==> src/cdq_pkg.sv <==
// Shared constants, operation codes and the cell control struct for the deque.
package cdq_pkg;

    localparam int DEPTH  = 16;
    localparam int DATA_W = 32;
    localparam int CNT_W  = $clog2(DEPTH + 1);
    localparam int OP_W   = 3;

    localparam logic [OP_W-1:0] OP_INS_FRONT = 3'd0;
    localparam logic [OP_W-1:0] OP_INS_REAR  = 3'd1;
    localparam logic [OP_W-1:0] OP_DEL_FRONT = 3'd2;
    localparam logic [OP_W-1:0] OP_DEL_REAR  = 3'd3;
    localparam logic [OP_W-1:0] OP_QUERY     = 3'd4;

    // one-hot (or all-zero) command broadcast to every cell of the chain
    typedef struct packed {
        logic clear;
        logic ins_front;
        logic ins_rear;
        logic del_front;
        logic del_rear;
    } t_cell_ctrl;

endpackage

==> src/cdq_cell.sv <==
// One storage cell of the deque chain; entries sit in order from front (cell 0) to rear.
module cdq_cell
    import cdq_pkg::*;
(
    input  logic              i_clk,
    input  logic              i_rst_n,
    input  t_cell_ctrl        i_ctrl,
    input  logic [DATA_W-1:0] i_value,
    input  logic [DATA_W-1:0] i_left_data,
    input  logic              i_left_occ,
    input  logic [DATA_W-1:0] i_right_data,
    input  logic              i_right_occ,
    output logic [DATA_W-1:0] o_data,
    output logic              o_occ,
    output logic              o_rear
);

    logic [DATA_W-1:0] r_data;
    logic [DATA_W-1:0] n_data;
    logic              r_occ;
    logic              n_occ;

    always_comb begin
        n_data = r_data;
        n_occ  = r_occ;
        if (i_ctrl.clear) begin
            n_occ = 1'b0;
        end else if (i_ctrl.ins_front) begin
            // whole row moves one step toward the rear
            n_data = i_left_data;
            n_occ  = i_left_occ;
        end else if (i_ctrl.ins_rear) begin
            // first free cell behind the last occupied one takes the word
            if (!r_occ && i_left_occ) begin
                n_data = i_value;
                n_occ  = 1'b1;
            end
        end else if (i_ctrl.del_front) begin
            n_data = i_right_data;
            n_occ  = i_right_occ;
        end else if (i_ctrl.del_rear) begin
            if (r_occ && !i_right_occ) begin
                n_occ = 1'b0;
            end
        end
    end

    always_ff @(posedge i_clk) begin
        if (!i_rst_n) begin
            r_occ <= 1'b0;
        end else begin
            r_occ <= n_occ;
        end
    end

    always_ff @(posedge i_clk) begin
        r_data <= n_data;
    end

    assign o_data = r_data;
    assign o_occ  = r_occ;
    assign o_rear = r_occ && !i_right_occ;

endmodule

==> src/circular_deque.sv <==
// A result is registered: it is valid in the cycle after its operation transfers in.
// Throughput: one operation per cycle while the result side takes transfers;
//   every operation is one update of the cell chain and the count.
// Input stalls only while a finished result waits on a stalled output.
// Reset (synchronous, active low): deque empty, capacity 16, no result held.
// Writing capacity empties the deque; a write of 0 acts as 1, above 16 as 16.
module circular_deque
    import cdq_pkg::*;
(
    input  logic                     i_clk,
    input  logic                     i_rst_n,
    input  logic                     i_cfg_we,
    input  logic [CNT_W-1:0]         i_cfg_data,
    input  logic                     i_in_valid,
    output logic                     o_in_stall,
    input  logic [OP_W-1:0]          i_opcode,
    input  logic signed [DATA_W-1:0] i_value,
    output logic                     o_out_valid,
    input  logic                     i_out_stall,
    output logic                     o_ok,
    output logic signed [DATA_W-1:0] o_front_value,
    output logic signed [DATA_W-1:0] o_rear_value,
    output logic [CNT_W-1:0]         o_entry_count,
    output logic                     o_empty_res,
    output logic                     o_full_res
);

    logic [CNT_W-1:0]  r_cap;
    logic [CNT_W-1:0]  n_cap;
    logic [CNT_W-1:0]  r_count;
    logic [CNT_W-1:0]  n_count;
    logic              r_ok;
    logic              n_ok;
    logic              r_out_valid;
    logic              n_out_valid;
    logic              w_accept;
    logic              w_full;
    logic              w_empty;
    t_cell_ctrl        w_ctrl;
    logic [DATA_W-1:0] w_data [DEPTH];
    logic [DEPTH-1:0]  w_occ;
    logic [DEPTH-1:0]  w_rear;
    logic [DATA_W-1:0] w_rear_data;

    assign o_in_stall = r_out_valid && i_out_stall;
    assign w_accept   = i_in_valid && !o_in_stall;
    assign w_full     = (r_count >= r_cap);
    assign w_empty    = (r_count == '0);

    always_comb begin
        w_ctrl  = '0;
        n_ok    = r_ok;
        n_count = r_count;
        if (i_cfg_we) begin
            w_ctrl.clear = 1'b1;
            n_count      = '0;
        end else if (w_accept) begin
            n_ok = 1'b1;
            case (i_opcode)
                OP_INS_FRONT: begin
                    if (w_full) begin
                        n_ok = 1'b0;
                    end else begin
                        w_ctrl.ins_front = 1'b1;
                        n_count          = r_count + CNT_W'(1);
                    end
                end
                OP_INS_REAR: begin
                    if (w_full) begin
                        n_ok = 1'b0;
                    end else begin
                        w_ctrl.ins_rear = 1'b1;
                        n_count         = r_count + CNT_W'(1);
                    end
                end
                OP_DEL_FRONT: begin
                    if (w_empty) begin
                        n_ok = 1'b0;
                    end else begin
                        w_ctrl.del_front = 1'b1;
                        n_count          = r_count - CNT_W'(1);
                    end
                end
                OP_DEL_REAR: begin
                    if (w_empty) begin
                        n_ok = 1'b0;
                    end else begin
                        w_ctrl.del_rear = 1'b1;
                        n_count         = r_count - CNT_W'(1);
                    end
                end
                OP_QUERY: begin
                    n_ok = 1'b1;
                end
                default: begin
                    n_ok = 1'b1;
                end
            endcase
        end
    end

    always_comb begin
        if (i_cfg_data == '0) begin
            n_cap = CNT_W'(1);
        end else if (i_cfg_data > CNT_W'(DEPTH)) begin
            n_cap = CNT_W'(DEPTH);
        end else begin
            n_cap = i_cfg_data;
        end
    end

    always_comb begin
        if (w_accept) begin
            n_out_valid = 1'b1;
        end else if (i_out_stall) begin
            n_out_valid = r_out_valid;
        end else begin
            n_out_valid = 1'b0;
        end
    end

    always_ff @(posedge i_clk) begin
        if (!i_rst_n) begin
            r_cap       <= CNT_W'(DEPTH);
            r_count     <= '0;
            r_out_valid <= 1'b0;
        end else begin
            if (i_cfg_we) begin
                r_cap <= n_cap;
            end
            r_count     <= n_count;
            r_out_valid <= n_out_valid;
        end
    end

    always_ff @(posedge i_clk) begin
        r_ok <= n_ok;
    end

    for (genvar g = 0; g < DEPTH; g++) begin : g_cell
        logic [DATA_W-1:0] w_left_data;
        logic              w_left_occ;
        logic [DATA_W-1:0] w_right_data;
        logic              w_right_occ;

        if (g == 0) begin : g_head
            assign w_left_data = i_value;
            assign w_left_occ  = 1'b1;
        end else begin : g_body
            assign w_left_data = w_data[g-1];
            assign w_left_occ  = w_occ[g-1];
        end

        if (g == DEPTH - 1) begin : g_tail
            assign w_right_data = '0;
            assign w_right_occ  = 1'b0;
        end else begin : g_inner
            assign w_right_data = w_data[g+1];
            assign w_right_occ  = w_occ[g+1];
        end

        cdq_cell u_cell (
            .i_clk        (i_clk),
            .i_rst_n      (i_rst_n),
            .i_ctrl       (w_ctrl),
            .i_value      (i_value),
            .i_left_data  (w_left_data),
            .i_left_occ   (w_left_occ),
            .i_right_data (w_right_data),
            .i_right_occ  (w_right_occ),
            .o_data       (w_data[g]),
            .o_occ        (w_occ[g]),
            .o_rear       (w_rear[g])
        );
    end

    // at most one cell flags itself as the rear
    always_comb begin
        w_rear_data = '0;
        for (int k = 0; k < DEPTH; k++) begin
            w_rear_data = w_rear_data | (w_rear[k] ? w_data[k] : '0);
        end
    end

    assign o_out_valid   = r_out_valid;
    assign o_ok          = r_ok;
    assign o_front_value = w_occ[0] ? w_data[0] : '1;
    assign o_rear_value  = w_occ[0] ? w_rear_data : '1;
    assign o_entry_count = r_count;
    assign o_empty_res   = w_empty;
    assign o_full_res    = w_full;

`ifndef SYNTH
    a_count_match: assert property (@(posedge i_clk) disable iff (!i_rst_n)
        $countones(w_occ) == 32'(r_count))
        else $error("entry count disagrees with occupied cells");

    a_occ_prefix: assert property (@(posedge i_clk) disable iff (!i_rst_n)
        ((w_occ + DEPTH'(1)) & w_occ) == '0)
        else $error("occupied cells not packed at the front");

    a_count_cap: assert property (@(posedge i_clk) disable iff (!i_rst_n)
        r_count <= r_cap)
        else $error("entry count above capacity");

    a_rear_single: assert property (@(posedge i_clk) disable iff (!i_rst_n)
        $onehot0(w_rear))
        else $error("more than one rear cell");

    a_full_refuse: assert property (@(posedge i_clk) disable iff (!i_rst_n)
        (w_accept && !i_cfg_we && w_full
            && (i_opcode == OP_INS_FRONT || i_opcode == OP_INS_REAR))
        |=> (!r_ok && $stable(r_count)))
        else $error("insert into full deque not refused");
`endif

endmodule

==> config.mk <==
export PLATFORM = sky130hd
export DESIGN_NAME = circular_deque
export DESIGN_NICKNAME = d
export VERILOG_FILES = /design/src/cdq_pkg.sv /design/src/cdq_cell.sv /design/src/circular_deque.sv
export SDC_FILE = /design/constraint.sdc
export NUM_CORES = 1
export LEC_CHECK = 0
export BUFFER_PORTS_ARGS = -buffer_cell sky130_fd_sc_hd__buf_2
export CAP_MARGIN = 15
export CORE_ASPECT_RATIO = 1.2
export CORE_MARGIN = 10
export CORE_UTILIZATION = 46
export DETAILED_ROUTE_END_ITERATION = 8
export PLACE_DENSITY_LB_ADDON = 0.05
export SLEW_MARGIN = 20
export SYNTH_ARGS = -nofsm -noshare
export SYNTH_HDL_FRONTEND = slang
export SYNTH_SLANG_ARGS = --single-unit
==> constraint.sdc <==
create_clock -name i_clk -period 7.09 [get_ports i_clk]
set_input_delay 0.709 -clock i_clk [delete_from_list [all_inputs] [get_ports i_clk]]
set_output_delay 0.709 -clock i_clk [all_outputs]
set_load 0.02 [all_outputs]
==> results of run 1 <==
## cells by family (layout without fill, tap and decap cells)
family	after synthesis	count (layout)	synth area share (%)
compound gates	1292	1292	26.84
flops	540	540	56.06
fa+ha+maj	9	9	0.4223
xor+xnor	3	3	0.09240
buf+inv	324	284	5.464
simple gates	741	741	11.12
## cell type report
class	count	share of cell area (%)
multi-input combinational	2045	36.07
sequential	540	51.26
tap	808	3.249
clock inverter	39	1.214
timing repair buffer	167	3.209
clock buffer	65	4.818
inverter	13	0.1810
## power by group through the flow
stage | clock network, mW | registers [mW] | logic, mW
after floorplan | 0 | 3.60 | 0.331
after global placement | 0 | 3.61 | 0.439
after detailed placement | 0 | 3.61 | 0.447
after CTS | 3.15 | 3.54 | 0.447
after global routing | 3.26 | 3.55 | 0.500
final | 3.11 | 3.55 | 0.453
## metal layers
layer  global-route usage (%)  vias to the layer above
met1                    37.55                    11538
met3                    4.016                      229
met2                    41.31                     1307
met5                        0                        -
li1                         -                    10694
met4                    9.810                        0
## per-stage QoR
step,cells,hold WS [ps],setup WS [ps],power [mW]
floorplan,2909,459.6,2791,3.934
global placement,3573,497.9,3113,4.051
detailed placement,3573,495.3,3067,4.059
CTS,3677,309.0,3066,7.137
global route,3677,343.0,2905,7.308
finish,3677,331.5,3095,7.107
## layout by cell type, fill, tap and decap left out, types with 13 or more instances in the layout
| master | n |
|---|---|
| buf_2 | 117 |
| nor2_1 | 38 |
| a22o_1 | 94 |
| clkbuf_16 | 59 |
| o21ai_0 | 49 |
| dfxtp_1 | 25 |
| clkinv_2 | 13 |
| edfxtp_1 | 513 |
| nand4_1 | 33 |
| a21oi_1 | 498 |
| and2_1 | 36 |
| a221o_1 | 32 |
| o22ai_1 | 13 |
| a221oi_1 | 126 |
| o21ai_1 | 434 |
| clkinv_1 | 18 |
| nand2_1 | 553 |
| buf_4 | 47 |
| nand2b_1 | 42 |
| o21ai_4 | 15 |
## registers in the layout, indices dropped and copies added (netlist names)
signal / flops
g_cell.u_cell.o_data: 512
g_cell.u_cell.o_occ: 16
o_entry_count: 5
r_cap: 5
o_ok: 1
o_out_valid: 1
## path summary, 6_finish.rpt
kind	start	end	slack, ps	cells past startpoint
setup / recovery	g_cell[14].u_cell.o_occ	o_rear_value[16]	3090	6
hold / removal	i_in_valid	o_out_valid	330	2
setup reg to reg	o_entry_count[0]	g_cell[12].u_cell.o_data[29]	3090	8
hold reg to reg	r_cap[0]	r_cap[0]	510	2
==> run metrics, run 1 <==
Post-synth EDFFs=513; clock skew=22.56 ps; post-cts gate resize count=0; initial antenna violation count=0; Initial Util=46.57%; DR top layer=met4; fin crit share=56.35%; FP Rows=99; static leakage=10.80 nW; Root Buffer=clkbuf_16; IO Port Bufs=118; NetSw=1.672 mW; Sink Count=540; Area after DPL=0.02924 mm2; max frequency=0.2503 GHz; Setup crit end kind=primary output; class of the worst hold path=in -> reg; first-pass GRT wire length=146400 um; worst vdd ir=194.4 uV; Final Hold Viols=0; sequential share of power=49.9%; final instance area=0.03111 mm2; Core ar.=0.06107 mm2; met3 wire length=9282 um; Area contributors post-synth=edfxtp_1, a21oi_1, o21ai_1, nand2_1, a221oi_1; die footprint=0.07222 mm2; Routed wire per std cell=27.12 um; Post-CTS Setup Bufs=0; Seq/Total Area, Yosys=56.06%; Slew HR=22.25%; internal power=5.435 mW; Crit Path Category=reg -> out; Comb power frac=6.4%; Global Route Usage Sum=26.75%; Avg Inst Size Synth=9.777 um2; Final nets=2879; flops & latches, synth=540; Die H=292.4 um; Synth Net Count=2963; largest area contributor in the netlist=edfxtp_1; vias=23768; grt ovf=0; distinct cell type count after synthesis=52; crit path time final=3995 ps; Final Max Tran Viols=0; worst slew pin tran=1166 ps; Reg area=0.01595 mm2; Metal-1 WL=41260 um; clock power share=43.7%; Post-synth ARST share=0%; met2 wire len=45380 um; vias in the first global route=22009; delay of the slowest cell on the worst path=880 ps; Sw Share=23.53%; hold_buf cts=0; RSZ-0062 raised after global routing=no; # IOs=119; CTS tree=built; drt drc=0; WP buf/inv=2; most used flip-flop cell after synthesis=edfxtp_1; Crit path required time=6380 ps; final setup vio count=0; slowest CP cell=nor2b_4; Final Util=50.95%; synth cell count leaders=nand2_1, edfxtp_1, a21oi_1; pwr dens=228.4 mW/mm2; Placer Congestion=0.8498; run status=finished, final reports clean; clk_lat worst skew=630 ps; share of layout cells above drive strength 1=10.39%; Cell Chain, Critical Path=nor2b_4 > buf_4 > a22o_1 > a221oi_1 > nand4_1 > buf_2; via density per instance=6.464; DR pass1 iterations=7; final WL=99720 um; DP Wirelength=55050 um; Syn Inst Count=2909; count leader, synth=nand2_1; Area Overhead vs Synth=9.397%; arrival time worst endpoint=3290 ps; First DRT Iteration DRCs=3597; clock buffer depth=3; YS warnings=0; multi-input logic area=0.01122 mm2; final-layout fill cell count=5624; CTS buffer count=58; area share of the largest cell type after synthesis=54.16%; antenna-violating nets left=0; Mapped Area=0.02844 mm2; crit path max fanout=18; Top delay family on crit path=simple AND/OR/NAND/NOR gates; H-tree depth=2; # diodes=0; CP Launch Type=flip-flop; die width=247.0 um; Clk pin slew, worst setup/hold paths=60 ps; Setup TNS=0 ps; largest net degree at the start of global routing=260; maxcap violations=0
(Power assumes the default switching activity.)
==> run 2: changes to the inputs <==
- ABC_AREA: not set -> 1
- clock period: 7.09 -> 3.2 ns (I/O delays scaled with it)
==> run metrics, run 2 <==
run status=finished, final reports clean; final setup vio count=0 (unchanged); Sink Count=540 (unchanged); area share of the largest cell type after synthesis=53.22% (-0.94 points); largest net degree at the start of global routing=73 (-72%); count leader, synth=inv_1; largest area contributor in the netlist=edfxtp_1; antenna-violating nets left=0 (unchanged); Placer Congestion=0.8531 (+0.39%); IO Port Bufs=118 (unchanged); die footprint=0.07339 mm2 (+1.6%); simple logic cell fraction of the synthesized area=8.322% (-2.8 points); synthesized-area fraction occupied by adder cells=0.4150% (-0.0073 points); CTS tree=built; maxcap violations=0 (unchanged); Seq/Total Area, Yosys=55.09% (-0.97 points); YS warnings=0 (unchanged); largest family of logic cells by synthesized area=compound AO/OA/AOI/OAI gates; First DRT Iteration DRCs=3028 (-16%); DP Wirelength=65630 um (+19%); initial antenna violation count=4 (+4); vias=23319 (-1.9%); via density per instance=6.377 (-1.4%); final WL=103900 um (+4.2%); H-tree depth=2 (unchanged); final-layout fill cell count=5522 (-1.8%); Final Util=52.62% (+1.7 points); Crit path required time=2880 ps (-3500 ps); Clk pin slew, worst setup/hold paths=60 ps (about the same); Syn Inst Count=2689 (-7.6%); drt drc=0 (unchanged); Synth Net Count=2743 (-7.4%); worst vdd ir=428.6 uV (+120%); Initial Util=46.54% (about the same); DR pass1 iterations=6 (-1); max FFs per register=512 (unchanged); RSZ-0062 raised after global routing=yes; most used flip-flop cell after synthesis=edfxtp_1; Final nets=2848 (-1.1%); Final Max Tran Viols=0 (unchanged); share of layout cells above drive strength 1=19.16% (+8.8 points); final instance area=0.03272 mm2 (+5.2%); min setup slack post-route=12.09 ps (-3083 ps); Area after DPL=0.03063 mm2 (+4.8%); Place WS=336.1 ps (-2731 ps); Root Buffer=clkbuf_16; Core ar.=0.06218 mm2 (+1.8%); post-synthesis mux area share=0% (unchanged); synth cell count leaders=inv_1, edfxtp_1, nand2_1; Die H=294.8 um (+0.82%); final hold slack=24.66 ps (-306.8 ps); crit path max fanout=9 (-9); fin crit share=99.62%; worst slew pin tran=806.1 ps (-360.2 ps); Slew HR=46.20% (+24 points); arrival time worst endpoint=2870 ps (-420 ps); FP Rows=100 (+1.0%); clk_lat worst skew=640 ps (about the same); Post-synth ARST share=0% (unchanged); Setup crit end kind=primary output; pwr dens=472.1 mW/mm2 (+110%); Synth Area in Compound Gates=24.52% (-2.3 points); crit path time final=3188 ps; post-synthesis xor/xnor area fraction=0.1210% (+0.029 points); static leakage=12.57 nW (+16%); distinct cell type count after synthesis=42 (-19%); # IOs=119 (unchanged); flops & latches, synth=540 (unchanged); most common cell after layout, fill and taps aside=inv_1; max frequency=0.3137 GHz; Reg area=0.01595 mm2 (about the same); grt ovf=0 (unchanged); Area Overhead vs Synth=13.05%; clock skew=28.66 ps (+6.100 ps); CTS buffer count=59 (+1.7%); Routed wire per std cell=28.42 um (+4.8%); Final Hold Viols=0 (unchanged); vias in the first global route=22281 (+1.2%); Global Route Usage Sum=27.45% (+0.70 points); Post-synth EDFFs=513 (unchanged); CP Launch Type=flip-flop; die width=249.0 um (+0.81%); Area contributors post-synth=edfxtp_1, o221ai_1, o221ai_2, inv_1, nand2_1; Avg Inst Size Synth=10.76 um2 (+10%); first-pass GRT wire length=152700 um (+4.3%); commonest non-fill, non-tap cells in the layout=inv_1, edfxtp_1, nand2_1; Crit Path Category=reg -> out; class of the worst hold path=in -> reg; multi-input logic area=0.009676 mm2 (-14%); Mapped Area=0.02894 mm2 (+1.8%); clock buffer depth=3 (unchanged)
[run 2: area by class of cell]
cell class              count  area share (%)
flip-flops and latches    540           48.74
multi-input cells        1359           29.57
inverters                 585           6.780
repair buffers            249           6.241
clock buffers              73           4.738
well taps                 816           3.120
clock inverters            33          0.7992
diodes                      2         0.01530
[run 2: cells by family after synthesis]
| family | after synthesis |
|---|---|
| xor gates and xnor gates | 4 |
| adders and majority gates | 9 |
| and+or+nand+nor | 552 |
| DFF | 540 |
| buffers and inverters | 790 |
| AOI/OAI and AO/OA | 794 |
[run 2: metrics by stage]
stage	TNS [ps]	cells	total power, mW
floorplan	0	2689	8.596
global placement	0	3523	8.887
detailed placement	0	3523	8.906
CTS	0	3652	15.55
global route	-14.63	3655	15.89
finish	0	3657	15.45
[run 2: path summary, 6_finish.rpt]
path | end | cells after the start | start | slack [ps]
setup reg to reg | g_cell[3].u_cell.o_data[0] | 11 | o_entry_count[1] | 340
setup / recovery | o_rear_value[22] | 9 | g_cell[8].u_cell.o_occ | 10
hold / removal | g_cell[0].u_cell.o_data[20] | 3 | i_value[20] | 20
hold reg to reg | r_cap[4] | 2 | r_cap[4] | 480
[run 2: what timing repair did]
item	4_1_cts	5_1_grt
endpoints found under the setup margin	0	5
hold endpoints to repair	22	0
hold buffers	23	0
buffers inserted	0	3
resized for setup	0	6
[run 2: where the power goes]
group | switching [mW] | total (mW) | internal [mW]
Clock | 2.93 | 6.66 | 3.73
Sequential | 0.0437 | 7.91 | 7.86
Combinational | 0.580 | 0.881 | 0.301
Total | 3.55 | 15.4 | 11.9
[run 2: worst max-delay path, stage by stage (launching register included)]
cell and delay (ps):
dfxtp_1 290, inv_1 140, nor2_2 60, buf_4 160
clkinv_1 60, buf_4 230, o22ai_1 140, nor4_1 620
nand2_1 280, buf_2 250
[run 2: per-layer routing]
metal	vias to the layer above	share of wire, %	global-route usage, %
li1	10208	-	-
met4	0	3.4	9.958
met3	211	8.5	5.034
met1	11670	42	37.62
met2	1230	46	42.80
met5	-	0	0
